## src/hdl/ida_pkg.sv

```systemverilog
// Package for the integer to decimal ASCII converter.
// Holds character codes, BCD constants, the sequencer state type and the control struct.
// No dependencies.
package ida_pkg;

  localparam int CHAR_W = 8;
  localparam int DIGIT_W = 4;

  localparam logic [CHAR_W-1:0] CHAR_MINUS = 8'd45;
  localparam logic [CHAR_W-1:0] CHAR_ZERO = 8'd48;
  localparam logic [CHAR_W-1:0] CHAR_NINE = 8'd57;

  // Double dabble digit correction: add three to a digit of five or more.
  localparam logic [DIGIT_W-1:0] BCD_ADJ_MIN = 4'd5;
  localparam logic [DIGIT_W-1:0] BCD_ADJ = 4'd3;

  typedef enum logic [2:0] {
    ST_IDLE,
    ST_CONV,
    ST_TRIM,
    ST_SIGN,
    ST_EMIT
  } ida_state_t;

  typedef struct packed {
    logic load;
    logic step;
    logic drop_digit;
    logic in_ready;
    logic out_valid;
    logic out_sign;
    logic out_last;
  } ida_ctrl_t;

endpackage

```

## src/hdl/ida_if.sv

```systemverilog
// Valid/ready channel interfaces of the integer to decimal ASCII converter.
// Depends on ida_pkg for the character width.
interface ida_in_if #(
  parameter int VALUE_WIDTH = 32
);
  logic                   valid;
  logic                   ready;
  logic [VALUE_WIDTH-1:0] value;

  modport source (output valid, output value, input ready);
  modport sink (input valid, input value, output ready);
endinterface

interface ida_out_if;
  import ida_pkg::*;
  logic              valid;
  logic              ready;
  logic [CHAR_W-1:0] character;
  logic              last;

  modport source (output valid, output character, output last, input ready);
  modport sink (input valid, input character, input last, output ready);
endinterface

```

## src/hdl/integer_to_decimal_ascii.sv

```systemverilog
// Top level of the signed integer to decimal ASCII converter.
// Depends on ida_pkg, ida_if, ida_bcd_unit and ida_ctrl.
//
// Takes one signed VALUE_WIDTH-bit word and sends its decimal text as one
// ASCII character per output word, most significant first: '-' ahead of a
// negative value, no leading zeros, a single '0' for zero, last set on the
// final character. The most negative value prints in full because its
// magnitude is kept unsigned. Each word is loaded, then passes through
// VALUE_WIDTH double dabble steps in the shared BCD correct-and-shift
// unit, then the trim drops leading zeros, then the characters go out one
// per cycle while the sink is ready; a sink that is not ready stalls them.
// Dropped zeros and digits together always number NUM_DIGITS, and a minus
// sign adds one character to the text.
// The input is ready only while the block is idle; NUM_DIGITS is
// (3 * VALUE_WIDTH) / 10 + 1 BCD digits, enough for 2^(VALUE_WIDTH-1).
module integer_to_decimal_ascii import ida_pkg::*; #(
  parameter int VALUE_WIDTH = 32
) (
  input  logic      clk,
  input  logic      rst_n,
  ida_in_if.sink    in_ch,
  ida_out_if.source out_ch
);

  localparam int NUM_DIGITS = (VALUE_WIDTH * 3) / 10 + 1;
  localparam int BCD_W = NUM_DIGITS * DIGIT_W;

  ida_ctrl_t ctl;

  logic [VALUE_WIDTH-1:0] mag_r, mag_nxt;
  logic [BCD_W-1:0]       bcd_r, bcd_nxt;
  logic                   neg_r, neg_nxt;
  logic [BCD_W-1:0]       bcd_step;
  logic [DIGIT_W-1:0]     top_digit;
  logic [VALUE_WIDTH-1:0] raw;

  assign raw       = in_ch.value;
  assign top_digit = bcd_r[BCD_W-1 -: DIGIT_W];

  ida_ctrl #(
    .VALUE_WIDTH (VALUE_WIDTH),
    .NUM_DIGITS  (NUM_DIGITS)
  ) u_ctrl (
    .clk       (clk),
    .rst_n     (rst_n),
    .in_valid  (in_ch.valid),
    .out_ready (out_ch.ready),
    .neg       (neg_r),
    .top_zero  (top_digit == '0),
    .ctl       (ctl)
  );

  // Shared conversion unit: one magnitude bit enters the BCD register per step.
  ida_bcd_unit #(
    .NUM_DIGITS (NUM_DIGITS)
  ) u_bcd (
    .bcd_in  (bcd_r),
    .bit_in  (mag_r[VALUE_WIDTH-1]),
    .bcd_out (bcd_step)
  );

  // Datapath: load the magnitude, advance the conversion, drop digits from the top.
  always_comb begin
    mag_nxt = mag_r;
    bcd_nxt = bcd_r;
    neg_nxt = neg_r;
    priority if (ctl.load) begin
      neg_nxt = raw[VALUE_WIDTH-1];
      mag_nxt = raw[VALUE_WIDTH-1] ? (~raw + VALUE_WIDTH'(1)) : raw;
      bcd_nxt = '0;
    end else if (ctl.step) begin
      mag_nxt = {mag_r[VALUE_WIDTH-2:0], 1'b0};
      bcd_nxt = bcd_step;
    end else if (ctl.drop_digit) begin
      bcd_nxt = {bcd_r[BCD_W-DIGIT_W-1:0], {DIGIT_W{1'b0}}};
    end
  end

  // Payload registers: no reset needed.
  always_ff @(posedge clk) begin
    mag_r <= mag_nxt;
    bcd_r <= bcd_nxt;
    neg_r <= neg_nxt;
  end

  assign in_ch.ready      = ctl.in_ready;
  assign out_ch.valid     = ctl.out_valid;
  assign out_ch.last      = ctl.out_last;
  assign out_ch.character = ctl.out_sign ? CHAR_MINUS
                                         : (CHAR_ZERO + CHAR_W'(top_digit));

  // Every emitted word is a minus sign or a decimal digit.
  a_char_range: assert property (@(posedge clk) disable iff (!rst_n)
    out_ch.valid |-> (out_ch.character == CHAR_MINUS ||
                      (out_ch.character >= CHAR_ZERO && out_ch.character <= CHAR_NINE)))
    else $error("output character out of range");

  // The block never takes a new word while text is being sent.
  a_one_at_a_time: assert property (@(posedge clk) disable iff (!rst_n)
    !(in_ch.ready && out_ch.valid))
    else $error("input ready while output valid");

  // After an input word is taken, the input stays closed for the conversion.
  a_busy_after_accept: assert property (@(posedge clk) disable iff (!rst_n)
    (in_ch.valid && in_ch.ready) |=> (!in_ch.ready && !out_ch.valid))
    else $error("block not busy after accept");

  // The sign is never the final character.
  a_sign_not_last: assert property (@(posedge clk) disable iff (!rst_n)
    (out_ch.valid && out_ch.character == CHAR_MINUS) |-> !out_ch.last)
    else $error("minus sign flagged last");

endmodule

```

## src/hdl/ida_bcd_unit.sv

```systemverilog
// One double dabble step: correct each BCD digit, then shift in one binary bit.
// Depends on ida_pkg.
module ida_bcd_unit import ida_pkg::*; #(
  parameter int NUM_DIGITS = 10
) (
  input  logic [NUM_DIGITS*DIGIT_W-1:0] bcd_in,
  input  logic                          bit_in,
  output logic [NUM_DIGITS*DIGIT_W-1:0] bcd_out
);

  logic [NUM_DIGITS*DIGIT_W-1:0] adj;

  for (genvar d = 0; d < NUM_DIGITS; d++) begin : g_digit
    logic [DIGIT_W-1:0] dig;
    assign dig = bcd_in[d*DIGIT_W +: DIGIT_W];
    assign adj[d*DIGIT_W +: DIGIT_W] = (dig >= BCD_ADJ_MIN) ? (dig + BCD_ADJ) : dig;
  end

  assign bcd_out = {adj[NUM_DIGITS*DIGIT_W-2:0], bit_in};

endmodule

```

## src/hdl/ida_ctrl.sv

```systemverilog
// Sequencer of the converter: load, conversion steps, leading-zero trim, minus sign, emit.
// Depends on ida_pkg.
module ida_ctrl import ida_pkg::*; #(
  parameter int VALUE_WIDTH = 32,
  parameter int NUM_DIGITS = 10
) (
  input  logic      clk,
  input  logic      rst_n,
  input  logic      in_valid,
  input  logic      out_ready,
  input  logic      neg,
  input  logic      top_zero,
  output ida_ctrl_t ctl
);

  localparam int CW = $clog2(VALUE_WIDTH + 1);

  ida_state_t    state_r, state_nxt;
  logic [CW-1:0] cnt_r, cnt_nxt;

  always_ff @(posedge clk) begin
    if (!rst_n) begin
      state_r <= ST_IDLE;
      cnt_r   <= '0;
    end else begin
      state_r <= state_nxt;
      cnt_r   <= cnt_nxt;
    end
  end

  // next state
  always_comb begin
    state_nxt = state_r;
    unique case (state_r)
      ST_IDLE: if (in_valid) state_nxt = ST_CONV;
      ST_CONV: if (cnt_r == CW'(1)) state_nxt = ST_TRIM;
      ST_TRIM: begin
        if (!(top_zero && cnt_r > CW'(1))) state_nxt = neg ? ST_SIGN : ST_EMIT;
      end
      ST_SIGN: if (out_ready) state_nxt = ST_EMIT;
      ST_EMIT: if (out_ready && cnt_r == CW'(1)) state_nxt = ST_IDLE;
      default: state_nxt = ST_IDLE;
    endcase
  end

  // outputs
  always_comb begin
    ctl = '0;
    unique case (state_r)
      ST_IDLE: begin
        ctl.in_ready = 1'b1;
        ctl.load     = in_valid;
      end
      ST_CONV: ctl.step = 1'b1;
      ST_TRIM: ctl.drop_digit = top_zero && cnt_r > CW'(1);
      ST_SIGN: begin
        ctl.out_valid = 1'b1;
        ctl.out_sign  = 1'b1;
      end
      ST_EMIT: begin
        ctl.out_valid  = 1'b1;
        ctl.out_last   = cnt_r == CW'(1);
        ctl.drop_digit = out_ready;
      end
      default: ctl = '0;
    endcase
  end

  // step and digit counter
  always_comb begin
    cnt_nxt = cnt_r;
    unique case (state_r)
      ST_IDLE: if (in_valid) cnt_nxt = CW'(VALUE_WIDTH);
      ST_CONV: cnt_nxt = (cnt_r == CW'(1)) ? CW'(NUM_DIGITS) : cnt_r - CW'(1);
      ST_TRIM: if (top_zero && cnt_r > CW'(1)) cnt_nxt = cnt_r - CW'(1);
      ST_SIGN: cnt_nxt = cnt_r;
      ST_EMIT: if (out_ready) cnt_nxt = cnt_r - CW'(1);
      default: cnt_nxt = cnt_r;
    endcase
  end

endmodule
```

## src/flat_wrapper.sv

```systemverilog
// flat-port wrapper written by rule: the top's interface ports become plain ports
module integer_to_decimal_ascii_flat import ida_pkg::*;
#(
  parameter int VALUE_WIDTH = 32
)
  (clk, rst_n, in_ch_valid, in_ch_value, in_ch_ready, out_ch_valid, out_ch_character, out_ch_last, out_ch_ready);
  ida_in_if #(.VALUE_WIDTH(VALUE_WIDTH)) in_ch_i ();
  ida_out_if out_ch_i ();
  input  logic clk;
  input  logic rst_n;
  input wire logic [$bits(in_ch_i.valid)-1:0] in_ch_valid;
  input wire logic [$bits(in_ch_i.value)-1:0] in_ch_value;
  output wire logic [$bits(in_ch_i.ready)-1:0] in_ch_ready;
  output wire logic [$bits(out_ch_i.valid)-1:0] out_ch_valid;
  output wire logic [$bits(out_ch_i.character)-1:0] out_ch_character;
  output wire logic [$bits(out_ch_i.last)-1:0] out_ch_last;
  input wire logic [$bits(out_ch_i.ready)-1:0] out_ch_ready;
  assign in_ch_i.valid = in_ch_valid;
  assign in_ch_i.value = in_ch_value;
  assign in_ch_ready = in_ch_i.ready;
  assign out_ch_valid = out_ch_i.valid;
  assign out_ch_character = out_ch_i.character;
  assign out_ch_last = out_ch_i.last;
  assign out_ch_i.ready = out_ch_ready;
  integer_to_decimal_ascii #(.VALUE_WIDTH(VALUE_WIDTH)) u_core (.clk(clk), .rst_n(rst_n), .in_ch(in_ch_i), .out_ch(out_ch_i));
endmodule
```

## config.mk

```make
export PLATFORM = sky130hd
export DESIGN_NAME = integer_to_decimal_ascii_flat
export DESIGN_NICKNAME = d
export VERILOG_FILES = /design/src/hdl/ida_pkg.sv /design/src/hdl/ida_if.sv /design/src/hdl/integer_to_decimal_ascii.sv /design/src/hdl/ida_bcd_unit.sv /design/src/hdl/ida_ctrl.sv /design/src/flat_wrapper.sv
export SDC_FILE = /design/constraint.sdc
export NUM_CORES = 1
export LEC_CHECK = 0
export BUFFER_PORTS_ARGS = -buffer_cell sky130_fd_sc_hd__buf_2
export CELL_PAD_IN_SITES_DETAIL_PLACEMENT = 1
export CELL_PAD_IN_SITES_GLOBAL_PLACEMENT = 1
export CORE_MARGIN = 5
export CORE_UTILIZATION = 39
export CTS_CLUSTER_DIAMETER = 50
export DETAILED_ROUTE_END_ITERATION = 7
export PLACE_DENSITY_LB_ADDON = 0.1
export SETUP_SLACK_MARGIN = 0.15
export SYNTH_ARGS = -nofsm -noshare
export SYNTH_HDL_FRONTEND = slang
export SYNTH_SLANG_ARGS = --single-unit
```

## constraint.sdc

```tcl
create_clock -name clk -period 5 [get_ports clk]
set_clock_uncertainty 0.2 [all_clocks]
set_input_delay 0 -clock clk [delete_from_list [all_inputs] [get_ports clk]]
set_output_delay 0 -clock clk [all_outputs]
set_load 0.01 [all_outputs]
```

# Word level (Yosys, flattened, before mapping)
# Index checks and enable logic that the tools add are counted.
# word_totals
ff_bits	82
latchBits	0
ram_bits	0
rom_bits	0
in_bits	36
output_inout_bits	11
word_cells	87
n_memories	0
# op_classes
add_sub_neg	13
multipliers	0
n_div	0
n_lt_le_gt_ge	11
n_eq_ne	12
shifts	0
n_mux	35
bitwise_logic	1
n_reduce_logical	10
# op_table
op	n
two-way mux 32 bit	3
two-way mux 40 bit	2
>= comparator 4 x 3 -> 1 bit, second input constant	10
adder 4 x 2 -> 4 bit, second input constant	9
two-way mux 4 bit	9
adder 32 x 1 -> 32 bit, second input constant	1
inverter 32 bit	1
two-way mux 6 bit	4
one-hot mux 6 bit (4 select lines)	1
two-way mux 3 bit	7
one-hot mux 3 bit (5 select lines)	1
inequality test 2 bit, second input constant	7
two-way mux 8 bit	1
adder 6 x 4 -> 7 bit, first input constant	1
== test 3 x 2 -> 1 bit, second input constant	2
== test 6 x 1 -> 1 bit, second input constant	1
greater-than comparator 6 x 1 -> 1 bit, second input constant	1
two-way mux 1 bit	6
subtractor 6 x 1 -> 6 bit, second input constant	1
AND reduction 5 bit	1
zero test 4 bit	1
AND reduction 4 bit	1
nonzero test 2 bit	2
nonzero test 4 bit	1
7 further kinds	8

# Logic depth before layout (Yosys ltp)
# Gate-level depths: netlist of run 1.
# depth
depth_word	5
ltp_mapped	9
ltp_nobuf	7

# Cells and area by module
# From an unflattened synthesis of run 1, not the netlist that was laid out.
# unflattened
cells_unflattened	721
area_unflattened_um2	5924.4
# modules_own_cells
mod	instances	cells_each	area_per_inst_um2	seq_area_each_um2
integer_to_decimal_ascii	1	473	4235.3	1791.7
ida_bcd_unit	1	157	1001.0	0.0
ida_ctrl	1	91	688.2	180.2

# Worst setup path before layout of run 1
# OpenSTA, ideal clock, no wires.
# synth_path
path_kind	register to register
start	register u_core.u_ctrl.state_r[2]
end	register u_core.mag_r[0] (enable)
setup_time_ns	0.389
arrival_time_ns	2.091
required_time_ns	4.411
path_slack_ns	2.320
stages_incl_launch_ff	7
path_buffers	3
period_less_slack_ns	2.680
path_cell_list	dfxtp_1 buf_2 nor3_1 nand2_1 clkbuf_1 buf_1 nand2_1
# synth_between
elab_chain_cells	3
elab_cells_between_ends	5
classes_between	eq/ne (1); mux (2); reduce/logical (2)
# synth_rtl
element	line	rtl
from (decl)	ida_ctrl.sv:18	ida_state_t state_r, state_nxt;
from (signal assigned)	ida_ctrl.sv:26	state_r <= state_nxt;
== test 3 x 1 -> 1 bit or zero test 3 bit (tied branches)	ida_ctrl.sv:49	unique case (state_r)
two-way mux 1 bit	ida_ctrl.sv:49	
nonzero test 2 bit (no line) (*)	-	
to (signal assigned)	integer_to_decimal_ascii.sv:81	mag_r <= mag_nxt;
to (decl)	integer_to_decimal_ascii.sv:30	logic [VALUE_WIDTH-1:0] mag_r, mag_nxt;
# Every way passes the cells marked *; elsewhere a longest branch is shown, timed or not.
# A chain may end at the register's enable or synchronous reset.

# Final worst setup path of run 1
# layout_path
start	register u_core.u_ctrl.state_r[1]
end	register u_core.bcd_r[5]
# layout_between
elab_chain_cells	3
elab_cells_between_ends	9
classes_between	eq/ne (3); mux (4); reduce/logical (2)
# layout_rtl
element	line	rtl
== test 3 bit (tied with other cells)	ida_ctrl.sv:49	
one-hot mux 1 bit (2 select lines) or two-way mux 1 bit (tied branches)	ida_ctrl.sv:49	
nonzero test 2 bit (no line) or two-way mux 40 bit (tied branches)	-	
to (signal assigned)	integer_to_decimal_ascii.sv:82	bcd_r <= bcd_nxt;
to (decl)	integer_to_decimal_ascii.sv:31	logic [BCD_W-1:0] bcd_r, bcd_nxt;
# Parallel ways exist; a longest one is shown, timed or not.

==> results of run 1 <==
## state kept, by name, summed over array words and instances (netlist names)
register and cells:
u_core.u_ctrl.cnt_r 6, u_core.bcd_r 40, u_core.neg_r 1, u_core.mag_r 32, u_core.u_ctrl.state_r 3
## metrics by stage
| step | hold slack [ns] | utilization |
|---|---|---|
| floorplan | -0.101 | - |
| CTS | 0.314 | 0.475 |
| finish | 0.307 | 0.475 |
| global route | 0.327 | 0.475 |
| detailed placement | 0.181 | 0.422 |
| global placement | 0.180 | 0.422 |
## final cells by class
class,instances,area (um2),share of cell area
repair buffers,85,621,0.0983
flip-flops and latches,82,1970,0.312
clock buffers,11,233,0.0369
clock inverters,5,103,0.0163
inverters,25,93.8,0.0149
well taps,176,220,0.0349
multi-input cells,495,3070,0.486
## per-layer routing
metal / share of wire / up-vias / global-route usage / wire length (um)
met5: 0 / - / 0 / 0
met4: 0.013 / 0 / 0.0524 / 191
met3: 0.025 / 14 / 0.0357 / 353
met2: 0.48 / 52 / 0.303 / 6890
met1: 0.48 / 2395 / 0.233 / 6890
li1: - / 2442 / - / -
## cell usage in the layout, fill, tap and decap left out, types with 3 or more instances in the layout
master / n
sky130_fd_sc_hd__a21oi_1: 58
sky130_fd_sc_hd__a22oi_1: 3
sky130_fd_sc_hd__a311oi_1: 8
sky130_fd_sc_hd__a32o_1: 9
sky130_fd_sc_hd__a32oi_1: 8
sky130_fd_sc_hd__buf_2: 43
sky130_fd_sc_hd__buf_4: 6
sky130_fd_sc_hd__bufinv_16: 3
sky130_fd_sc_hd__clkbuf_16: 9
sky130_fd_sc_hd__conb_1: 3
sky130_fd_sc_hd__dfxtp_1: 49
sky130_fd_sc_hd__dlygate4sd3_1: 36
sky130_fd_sc_hd__edfxtp_1: 33
sky130_fd_sc_hd__ha_1: 24
sky130_fd_sc_hd__inv_1: 25
sky130_fd_sc_hd__nand2_1: 97
sky130_fd_sc_hd__nand2b_1: 21
sky130_fd_sc_hd__nand3_1: 23
sky130_fd_sc_hd__nand3b_1: 5
sky130_fd_sc_hd__nand4b_1: 3
sky130_fd_sc_hd__nor2_1: 15
sky130_fd_sc_hd__nor2b_1: 4
sky130_fd_sc_hd__nor3_1: 16
sky130_fd_sc_hd__nor4_1: 11
sky130_fd_sc_hd__o211ai_1: 10
sky130_fd_sc_hd__o21ai_0: 72
sky130_fd_sc_hd__o21ai_1: 3
sky130_fd_sc_hd__o31ai_1: 20
sky130_fd_sc_hd__o41ai_1: 3
sky130_fd_sc_hd__or3_1: 5
sky130_fd_sc_hd__xnor2_1: 13
sky130_fd_sc_hd__xor2_1: 27
## cell families (layout without fill, tap and decap cells)
| logic type | Yosys count | in the layout |
|---|---|---|
| compound gates | 205 | 205 |
| xor+xnor | 40 | 40 |
| fa+ha+maj | 24 | 24 |
| buf+inv | 66 | 126 |
| flops | 82 | 82 |
| mux | 3 | 3 |
| other cells | 2 | 3 |
| simple gates | 220 | 220 |
## path summary, 6_finish.rpt
check | from | end | slack [ns]
worst min register to register | u_core.mag_r[31] | u_core.bcd_r[0] | 0.31
worst min-delay path | u_core.mag_r[31] | u_core.bcd_r[0] | 0.31
worst max-delay path | u_core.u_ctrl.state_r[1] | u_core.bcd_r[5] | 1.91
worst max register to register | u_core.u_ctrl.state_r[1] | u_core.bcd_r[5] | 1.91
## power breakdown
group / leakage, nW / switching [W] / internal (W)
sequential: 0.732 / 0.000100 / 0.000817
combinational: 1.49 / 0.000341 / 0.000233
clock: 0.161 / 0.000274 / 0.000488
total: 2.38 / 0.000716 / 0.00154
## critical path, delay by kind of cell, from the launching register on
kind | cells | cell delay (ns)
AO/OA/AOI/OAI | 3 | 0.63
buffers and inverters | 1 | 0.30
flip-flops | 1 | 0.65
AND/OR/NAND/NOR | 2 | 1.20
## timing repair
action,in CTS,in global routing
resized for setup,0,0
hold buffers,36,0
endpoints found under the setup margin,0,0
hold endpoints to repair,45,0
==> run metrics, run 1 <==
run status=completed; cell depth of the worst flop-to-flop path=6; Worst Tran Pin Value=between 1 and 1.5 ns; via count normalized by instance count=between 5 and 6; HPWL after detailed placement=9340 um; class of the tightest hold or removal check=flop to flop; maximum cell stage delay along the critical path=around 0.7 ns; Primary FF master, synth=sky130_fd_sc_hd__dfxtp_1; final setup violation count=0; antenna violations before repair=0; buffer type at the clock tree root=sky130_fd_sc_hd__clkbuf_16; Layout area overhead=18.5%; mean cell area of the mapped netlist=8.30 um2; number of port buffers=43; final wirelength=14300 um; TritonCTS Sinks=a little over 80; part of the Yosys area used for sequential elements=0.370; total placed cells including tap cells=827; Die Span X=127 um; Die H=127 um; fraction of the cycle the final worst path needs=0.618; TritonCTS clock tree=yes; number of nets still failing antenna checks after routing=0; Synth Register Bits=a little over 80; number of buffers added for setup after CTS=0; largest net degree at the start of global routing=96; Synth top area share=0.186; CP Class=flop to flop; combinational family with the most area after synthesis=compound AO/OA/AOI/OAI gates; count of TritonRoute iterations in the first routing pass=4; Post-synth EDFFs=33; top cell type by total area after synthesis=sky130_fd_sc_hd__edfxtp_1; setup repair after global routing missed its margin=no; wire length of the first global-routing pass=approximately 24000 um; Starting DRT DRC Count=311; post-synthesis cell area=5330 um2; number of standard-cell rows in the floorplan=42; number of failing hold endpoints at the final stage=0; count of mapped cells out of synthesis=~640; xor and xnor fraction of the mapped netlist area=0.0658; Async S/R FF share, synth=0; vias after detailed routing=slightly below 5k; final standard cell area without fillers=approximately 6300 um2; VDD IR max=0.165 mV; Setup Total Neg Slack=0 ns; Max Fclk=around 320 MHz; number of global-route vias before repair=4987; worst path required time=5.07 ns; category of the worst setup path capture point=flop; maximum fanout along the worst path=46; number of nets in the layout=roughly 760; clock latency of the later-clocked register in the worst-skew pair=0.35 ns; Setup crit start kind=flop; cell with the largest stage delay on the worst path=sky130_fd_sc_hd__or2_2; number of antenna repair diodes=0; relative max-transition margin=0.290; proportion of layout cells with a drive suffix above 1=0.104; maximum root-to-sink buffer count=2; hold path cells=2; Residual DRC=0; deepest level of the CTS H-tree=3; total gr overflow=0; most common cell in the netlist=sky130_fd_sc_hd__nand2_1; Die ar.=16100 um2; number of cells in the finished layout apart from fillers=879; leakage power figure=2.38 nW; All-Layer GR Usage=0.180; Yosys Warn Count=0; Post-Synth Adder-Cell Area=0.0564; Placer Congestion=0.803; max-capacitance violation count=0; number of fill cells=around 1.6k; worst setup slack after layout=approximately 1.9 ns; Synth Area in Compound Gates=0.238; clock period minus worst slack=between 3 and 4 ns; initial core utilization=0.401; crit path cell chain=or3b_4 > a211oi_4 > or2_2 > buf_4 > o21ai_0 > a21oi_1; TritonCTS Buffers=9; Core Box Area=13300 um2; Area contributors post-synth=sky130_fd_sc_hd__edfxtp_1 19%, sky130_fd_sc_hd__dfxtp_1 18%, sky130_fd_sc_hd__nand2_1 6.9%; areal power density over the cells=357 nW/um2; Reg clk slew, reported paths=0.06 ns; post-synthesis mux area share=0.00587; simple-gate portion of the synthesized area=0.206; worst slack after detailed placement=1.96 ns; routed len/inst=16.3 um; number of max-slew violations in the final report=0; worst path arrival time=3.16 ns; count of unique library cells instantiated by Yosys=between 50 and 60; total design power=0.00225 W; most instantiated cells after synthesis=98 x sky130_fd_sc_hd__nand2_1, 72 x sky130_fd_sc_hd__o21ai_0, 58 x sky130_fd_sc_hd__a21oi_1; number of primary I/O pins=47; dpl cell area=approximately 5600 um2
No activity file was read; power rests on OpenSTA's default activity.
==> inputs of run 2 (changes only) <==
==> constraint.sdc (replaced) <==
create_clock -name clk -period 3 [get_ports clk]
set_clock_uncertainty 0.2 [all_clocks]
set_input_delay 0 -clock clk [delete_from_list [all_inputs] [get_ports clk]]
set_output_delay 0 -clock clk [all_outputs]
set_load 0.01 [all_outputs]
==> run 2 against run 1 <==
  * Cell area up 1.1%
  * First-iteration DRC count down 9.0%
  * Non-clock buffer count up 7
  * Register-to-register slack worse by 1.5 ns
  * Global-route usage up 0.39 points
==> run metrics, run 2 (synthesized netlist as in run 1, its figures left out) <==
via count normalized by instance count=5.53 (-0.81%); Core Box Area=13300 um2 (unchanged); Setup crit start kind=primary input; largest net degree at the start of global routing=96 (unchanged); number of fill cells=1599 (-0.12%); Layout area overhead=19.8%; dpl cell area=5710 um2 (+1.6%); fraction of met3 tracks used by global routing=0.0374 (+0.00168); initial core utilization=0.401 (unchanged); class of the tightest hold or removal check=flop to flop; worst path required time=3.02 ns (-2.05 ns); count of TritonRoute iterations in the first routing pass=4 (unchanged); category of the worst setup path capture point=flop; deepest level of the CTS H-tree=3 (unchanged); Max Fclk=between 300 and 400 MHz; register with the highest flop count=u_core.bcd_r; TritonCTS clock tree=yes; Worst Tran Pin Value=0.896 ns (-0.159 ns); maximum root-to-sink buffer count=2 (unchanged); post-cts repair resize count=0 (unchanged); number of failing hold endpoints at the final stage=0 (unchanged); final wirelength=14300 um (about the same); relative max-transition margin=0.397 (+0.107); Setup Total Neg Slack=0 ns (unchanged); number of cells in the finished layout apart from fillers=886 (+0.80%); number of antenna repair diodes=0 (unchanged); maximum fanout along the worst path=8 (-83%); met2 usage in global routing=0.314 (+0.0109); worst path arrival time=2.74 ns (-0.42 ns); fraction of the cycle the final worst path needs=0.907; routed len/inst=16.2 um (-0.73%); cell with the largest stage delay on the worst path=sky130_fd_sc_hd__nor4_1; number of primary I/O pins=47 (unchanged); top flop regs=u_core.bcd_r (40), u_core.mag_r (32), u_core.u_ctrl.cnt_r (6); final standard cell area without fillers=6380 um2 (+1.1%); number of nets still failing antenna checks after routing=0 (unchanged); number of global-route vias before repair=5060 (+1.5%); number of nets in the layout=765 (+0.92%); Residual DRC=0 (unchanged); wire length of the first global-routing pass=24600 um (+2.6%); Placer Congestion=0.789 (-1.7%); number of flip-flops in the largest register=40 (unchanged); most common library cell in the layout ignoring fill and taps=sky130_fd_sc_hd__nand2_1; proportion of layout cells with a drive suffix above 1=0.114 (+0.0102); VDD IR max=0.306 mV (+85%); clock period minus worst slack=2.72 ns; total design power=0.00360 W (+60%); total gr overflow=0 (unchanged); leakage power figure=2.41 nW (+1.2%); commonest cells after routing, fill and taps aside=97 x sky130_fd_sc_hd__nand2_1, 72 x sky130_fd_sc_hd__o21ai_0, 58 x sky130_fd_sc_hd__a21oi_1; max-capacitance violation count=0 (unchanged); CP Class=primary input to flop; number of port buffers=43 (unchanged); HPWL after detailed placement=8890 um (-4.9%); TritonCTS Buffers=9 (unchanged); Starting DRT DRC Count=283 (-9.0%); total placed cells including tap cells=831 (+0.48%); crit path cell chain=dlygate4sd3_1 > buf_2 > nor4_1 > nand4_1 > buf_4 > nor4_1 > nand4b_1 > dlygate4sd3_1 > nand2_1; GRT Max-Usage Layer=met2; Die ar.=16100 um2 (unchanged); antenna violations before repair=0 (unchanged); areal power density over the cells=565 nW/um2 (+58%); All-Layer GR Usage=0.183 (+0.00391); maximum cell stage delay along the critical path=0.60 ns (-0.12 ns); Reg clk slew, reported paths=0.06 ns (about the same); final setup violation count=0 (unchanged); buffer type at the clock tree root=sky130_fd_sc_hd__clkbuf_16; met1 track demand over resource=0.232 (-0.000880); clock latency of the later-clocked register in the worst-skew pair=0.35 ns (about the same); number of max-slew violations in the final report=0 (unchanged); Die Span X=127 um (unchanged); number of standard-cell rows in the floorplan=42 (unchanged); vias after detailed routing=4902 (-0.020%); setup repair after global routing missed its margin=no; TritonCTS Sinks=82 (unchanged); run status=completed; Die H=127 um (unchanged)
run 2: layout make-up:
cell class	count	area, um2	share of cell area
multi-input combinational	495	3070	0.481
sequential	82	1970	0.309
timing repair buffer	92	738	0.116
clock buffer	10	229	0.0359
tap	176	220	0.0345
inverter	25	93.8	0.0147
clock inverter	6	57.6	0.00902
run 2: through the flow:
stage / setup slack, ns / utilization / hold slack (ns)
final: 0.280 / 0.480 / 0.302
after global routing: 0.0507 / 0.480 / 0.328
after CTS: 0.217 / 0.479 / 0.306
after detailed placement: 0.404 / 0.429 / 0.180
after global placement: 0.494 / 0.429 / 0.166
after floorplan: 0.320 / - / -0.101
run 2: per-layer routing:
layer	wire length, um	part of all wire
met4	172	0.012
met1	6650	0.46
met5	0	0
met3	383	0.027
met2	7140	0.50
run 2: what timing repair did:
item                                    in CTS  in global routing
endpoints found under the setup margin       0                  1
endpoints found under the hold margin       47                  0
hold buffers                                37                  0
buffers inserted                             0                  2
run 2: path summary, 6_finish.rpt:
path	startpoint	to	slack (ns)	cells past startpoint
setup / recovery	in_ch_value[4]	u_core.mag_r[31]	0.28	9
hold / removal	u_core.mag_r[31]	u_core.bcd_r[0]	0.30	2
setup reg to reg	u_core.u_ctrl.cnt_r[0]	u_core.u_ctrl.state_r[2]	0.40	7
hold reg to reg	u_core.mag_r[31]	u_core.bcd_r[0]	0.30	2
run 2: critical path: cells and delay by family:
kind,cells,cell delay [ns]
buffers and inverters,4,1.51
and+or+nand+nor,5,1.24
run 2: report_power, final:
part           total [W]  internal (W)  switching [W]
Clock            0.00109      0.000638       0.000456
Combinational   0.000981      0.000409       0.000571
Sequential       0.00153       0.00136       0.000167
Total            0.00360       0.00241        0.00119
==> inputs of run 3 (changes only) <==
--- a/config.mk
+++ b/config.mk
@@ -6,14 +6,12 @@
 export NUM_CORES = 1
 export LEC_CHECK = 0
 export BUFFER_PORTS_ARGS = -buffer_cell sky130_fd_sc_hd__buf_2
-export CELL_PAD_IN_SITES_DETAIL_PLACEMENT = 1
-export CELL_PAD_IN_SITES_GLOBAL_PLACEMENT = 1
 export CORE_MARGIN = 5
 export CORE_UTILIZATION = 39
 export CTS_CLUSTER_DIAMETER = 50
 export DETAILED_ROUTE_END_ITERATION = 7
-export PLACE_DENSITY_LB_ADDON = 0.1
 export SETUP_SLACK_MARGIN = 0.15
+export SKIP_CTS_REPAIR_TIMING = 1
 export SYNTH_ARGS = -nofsm -noshare
 export SYNTH_HDL_FRONTEND = slang
 export SYNTH_SLANG_ARGS = --single-unit
==> run 3 against run 2 <==
  * Sequential power about the same
  * Final cell count up 0.34%
  * Power is 0.82% lower
  * Via count is 1.6% lower
  * Clock power about the same
  * Hold slack got worse by 0.014 ns
  * First-iteration DRC count increased by 5.3%
  * Cell area shrank 0.22%
  * Sequential cell count did not move
  * Wire length is 13% lower
  * Fmax rose by 1.4%
  * Die area unchanged
  * Highest routed layer unchanged
==> run metrics, run 3 (synthesized netlist as in run 1, its figures left out) <==
run status=completed; TritonCTS Buffers=9 (unchanged); maximum root-to-sink buffer count=2 (unchanged); buffer type at the clock tree root=sky130_fd_sc_hd__clkbuf_16; proportion of layout cells with a drive suffix above 1=0.119 (+0.00513); number of max-slew violations in the final report=0 (unchanged); largest net degree at the start of global routing=52 (-46%); routed len/inst=14.0 um (-14%); wire length of the first global-routing pass=20800 um (-15%); crit-path leading delay family=simple AND/OR/NAND/NOR gates; final standard cell area without fillers=6370 um2 (-0.22%); Worst R2R Start=u_core.u_ctrl.cnt_r[0]; number of nets still failing antenna checks after routing=0 (unchanged); Setup crit start kind=primary input; Post-Route Utilization=0.479 (-0.00104); number of global-route vias before repair=4527 (-11%); class of the tightest hold or removal check=flop to flop; Residual DRC=0 (unchanged); number of nets in the layout=768 (+0.39%); sum of buffers and inverters on the critical path=3 (-1); TritonCTS Sinks=82 (unchanged); Reg clk slew, reported paths=0.06 ns (about the same); leakage power figure=2.41 nW (-0.31%); antenna violations before repair=0 (unchanged); cell with the largest stage delay on the worst path=sky130_fd_sc_hd__dlygate4sd3_1; Worst Tran Pin Value=0.934 ns (+0.0383 ns); vias after detailed routing=4825 (-1.6%); count of TritonRoute iterations in the first routing pass=5 (+1); Starting DRT DRC Count=298 (+5.3%); worst reg2reg path endpoint=u_core.bcd_r[13]; setup repair after global routing missed its margin=no; category of the worst setup path capture point=flop; maximum fanout along the worst path=8 (unchanged); endpoint of the worst setup timing path=u_core.mag_r[31]; TritonCTS clock tree=yes; Register-to-Register Setup Slack=0.36 ns (-0.04 ns); number of standard-cell rows in the floorplan=42 (unchanged); Die ar.=16100 um2 (unchanged); initial core utilization=0.401 (unchanged); max-capacitance violation count=0 (unchanged); Max Fclk=373 MHz (+1.4%); cell depth of the worst flop-to-flop path=8 (+1); final setup violation count=0 (unchanged); crit path cell chain=dlygate4sd3_1 > buf_2 > nor4_1 > nand4_1 > nor4_1 > nand4b_1 > dlygate4sd3_1 > nand2_1; number of primary I/O pins=47 (unchanged); worst path required time=3.01 ns (about the same); Placer Congestion=0.752 (-4.7%); top flop regs=u_core.bcd_r (40), u_core.mag_r (32), u_core.u_ctrl.cnt_r (6); HPWL after detailed placement=8240 um (-7.2%); VDD IR max=0.290 mV (-5.0%); Die Span X=127 um (unchanged); number of failing hold endpoints at the final stage=0 (unchanged); number of antenna repair diodes=0 (unchanged); areal power density over the cells=561 nW/um2 (-0.61%); clock latency of the later-clocked register in the worst-skew pair=0.34 ns (about the same); number of flip-flops in the largest register=40 (unchanged); Die H=127 um (unchanged); maximum cell stage delay along the critical path=0.59 ns (about the same); relative max-transition margin=0.371 (-0.0257); commonest cells after routing, fill and taps aside=97 x sky130_fd_sc_hd__nand2_1, 72 x sky130_fd_sc_hd__o21ai_0, 58 x sky130_fd_sc_hd__a21oi_1; worst path arrival time=2.69 ns (-0.05 ns); register with the highest flop count=u_core.bcd_r; via count normalized by instance count=5.43 (-1.9%); clock period minus worst slack=2.68 ns (-0.0387 ns); Core Box Area=13300 um2 (unchanged); dpl cell area=5700 um2 (-0.22%); fraction of the cycle the final worst path needs=0.894 (-0.0129); final wirelength=12400 um (-13%); deepest level of the CTS H-tree=3 (unchanged); number of port buffers=43 (unchanged); CP startpoint=in_ch_value[4]; CP Class=primary input to flop; total gr overflow=0 (unchanged); most common library cell in the layout ignoring fill and taps=sky130_fd_sc_hd__nand2_1; Setup Total Neg Slack=0 ns (unchanged); Layout area overhead=19.5%; All-Layer GR Usage=0.154 (-0.0297); Stages on worst setup path=8 (-1)
-- run 3: metal layers --
layer	up-vias	wire, um	track usage
met4	0	165	0.0397
met3	10	455	0.0416
met5	-	0	0
li1	2466	-	-
met1	2267	5790	0.198
met2	82	6020	0.256
-- run 3: report_power, final --
part	internal (W)	switching (W)	leakage [nW]
Clock	0.000641	0.000459	0.131
Sequential	0.00136	0.000159	0.732
Combinational	0.000405	0.000549	1.54
Total	0.00241	0.00117	2.41
-- run 3: cell type report --
type | count | area (um2)
Clock inverter | 7 | 70.1
Clock buffer | 9 | 225
Inverter | 25 | 93.8
Multi-Input combinational cell | 495 | 3080
Timing Repair Buffer | 95 | 711
Sequential cell | 82 | 1970
Tap cell | 176 | 220
Fill cell | 1311 | 6930
-- run 3: how the worst min path moves through the flow --
stage	startpoint	cells past startpoint	slack (ns)	endpoint
floorplan	in_ch_value[31]	0	-0.10	u_core.neg_r
global placement	rst_n	2	0.16	u_core.u_ctrl.state_r[2]
detailed placement	rst_n	2	0.16	u_core.u_ctrl.state_r[2]
CTS	rst_n	2	-0.20	u_core.u_ctrl.state_r[2]
global route	u_core.bcd_r[1]	2	0.33	u_core.bcd_r[5]
finish	u_core.bcd_r[1]	2	0.29	u_core.bcd_r[5]
-- run 3: worst register-to-register path, delay by kind of cell, from the launching register on --
family	cells	cell delay [ns]
AOI/OAI and AO/OA	3	0.65
and+or+nand+nor	2	0.74
DFF	1	0.40
adders and majority gates	1	0.25
buffers and inverters	2	0.33
-- run 3: metrics by stage --
step	hold WS [ns]	setup WS, ns	power (W)	std cells
after global placement	0.157	0.361	0.00241	836
after global routing	0.331	0.171	0.00382	889
final	0.288	0.319	0.00357	889
after floorplan	-0.101	0.320	0.00220	643
after detailed placement	0.162	0.203	0.00246	836
after CTS	-0.204	0.180	0.00357	852
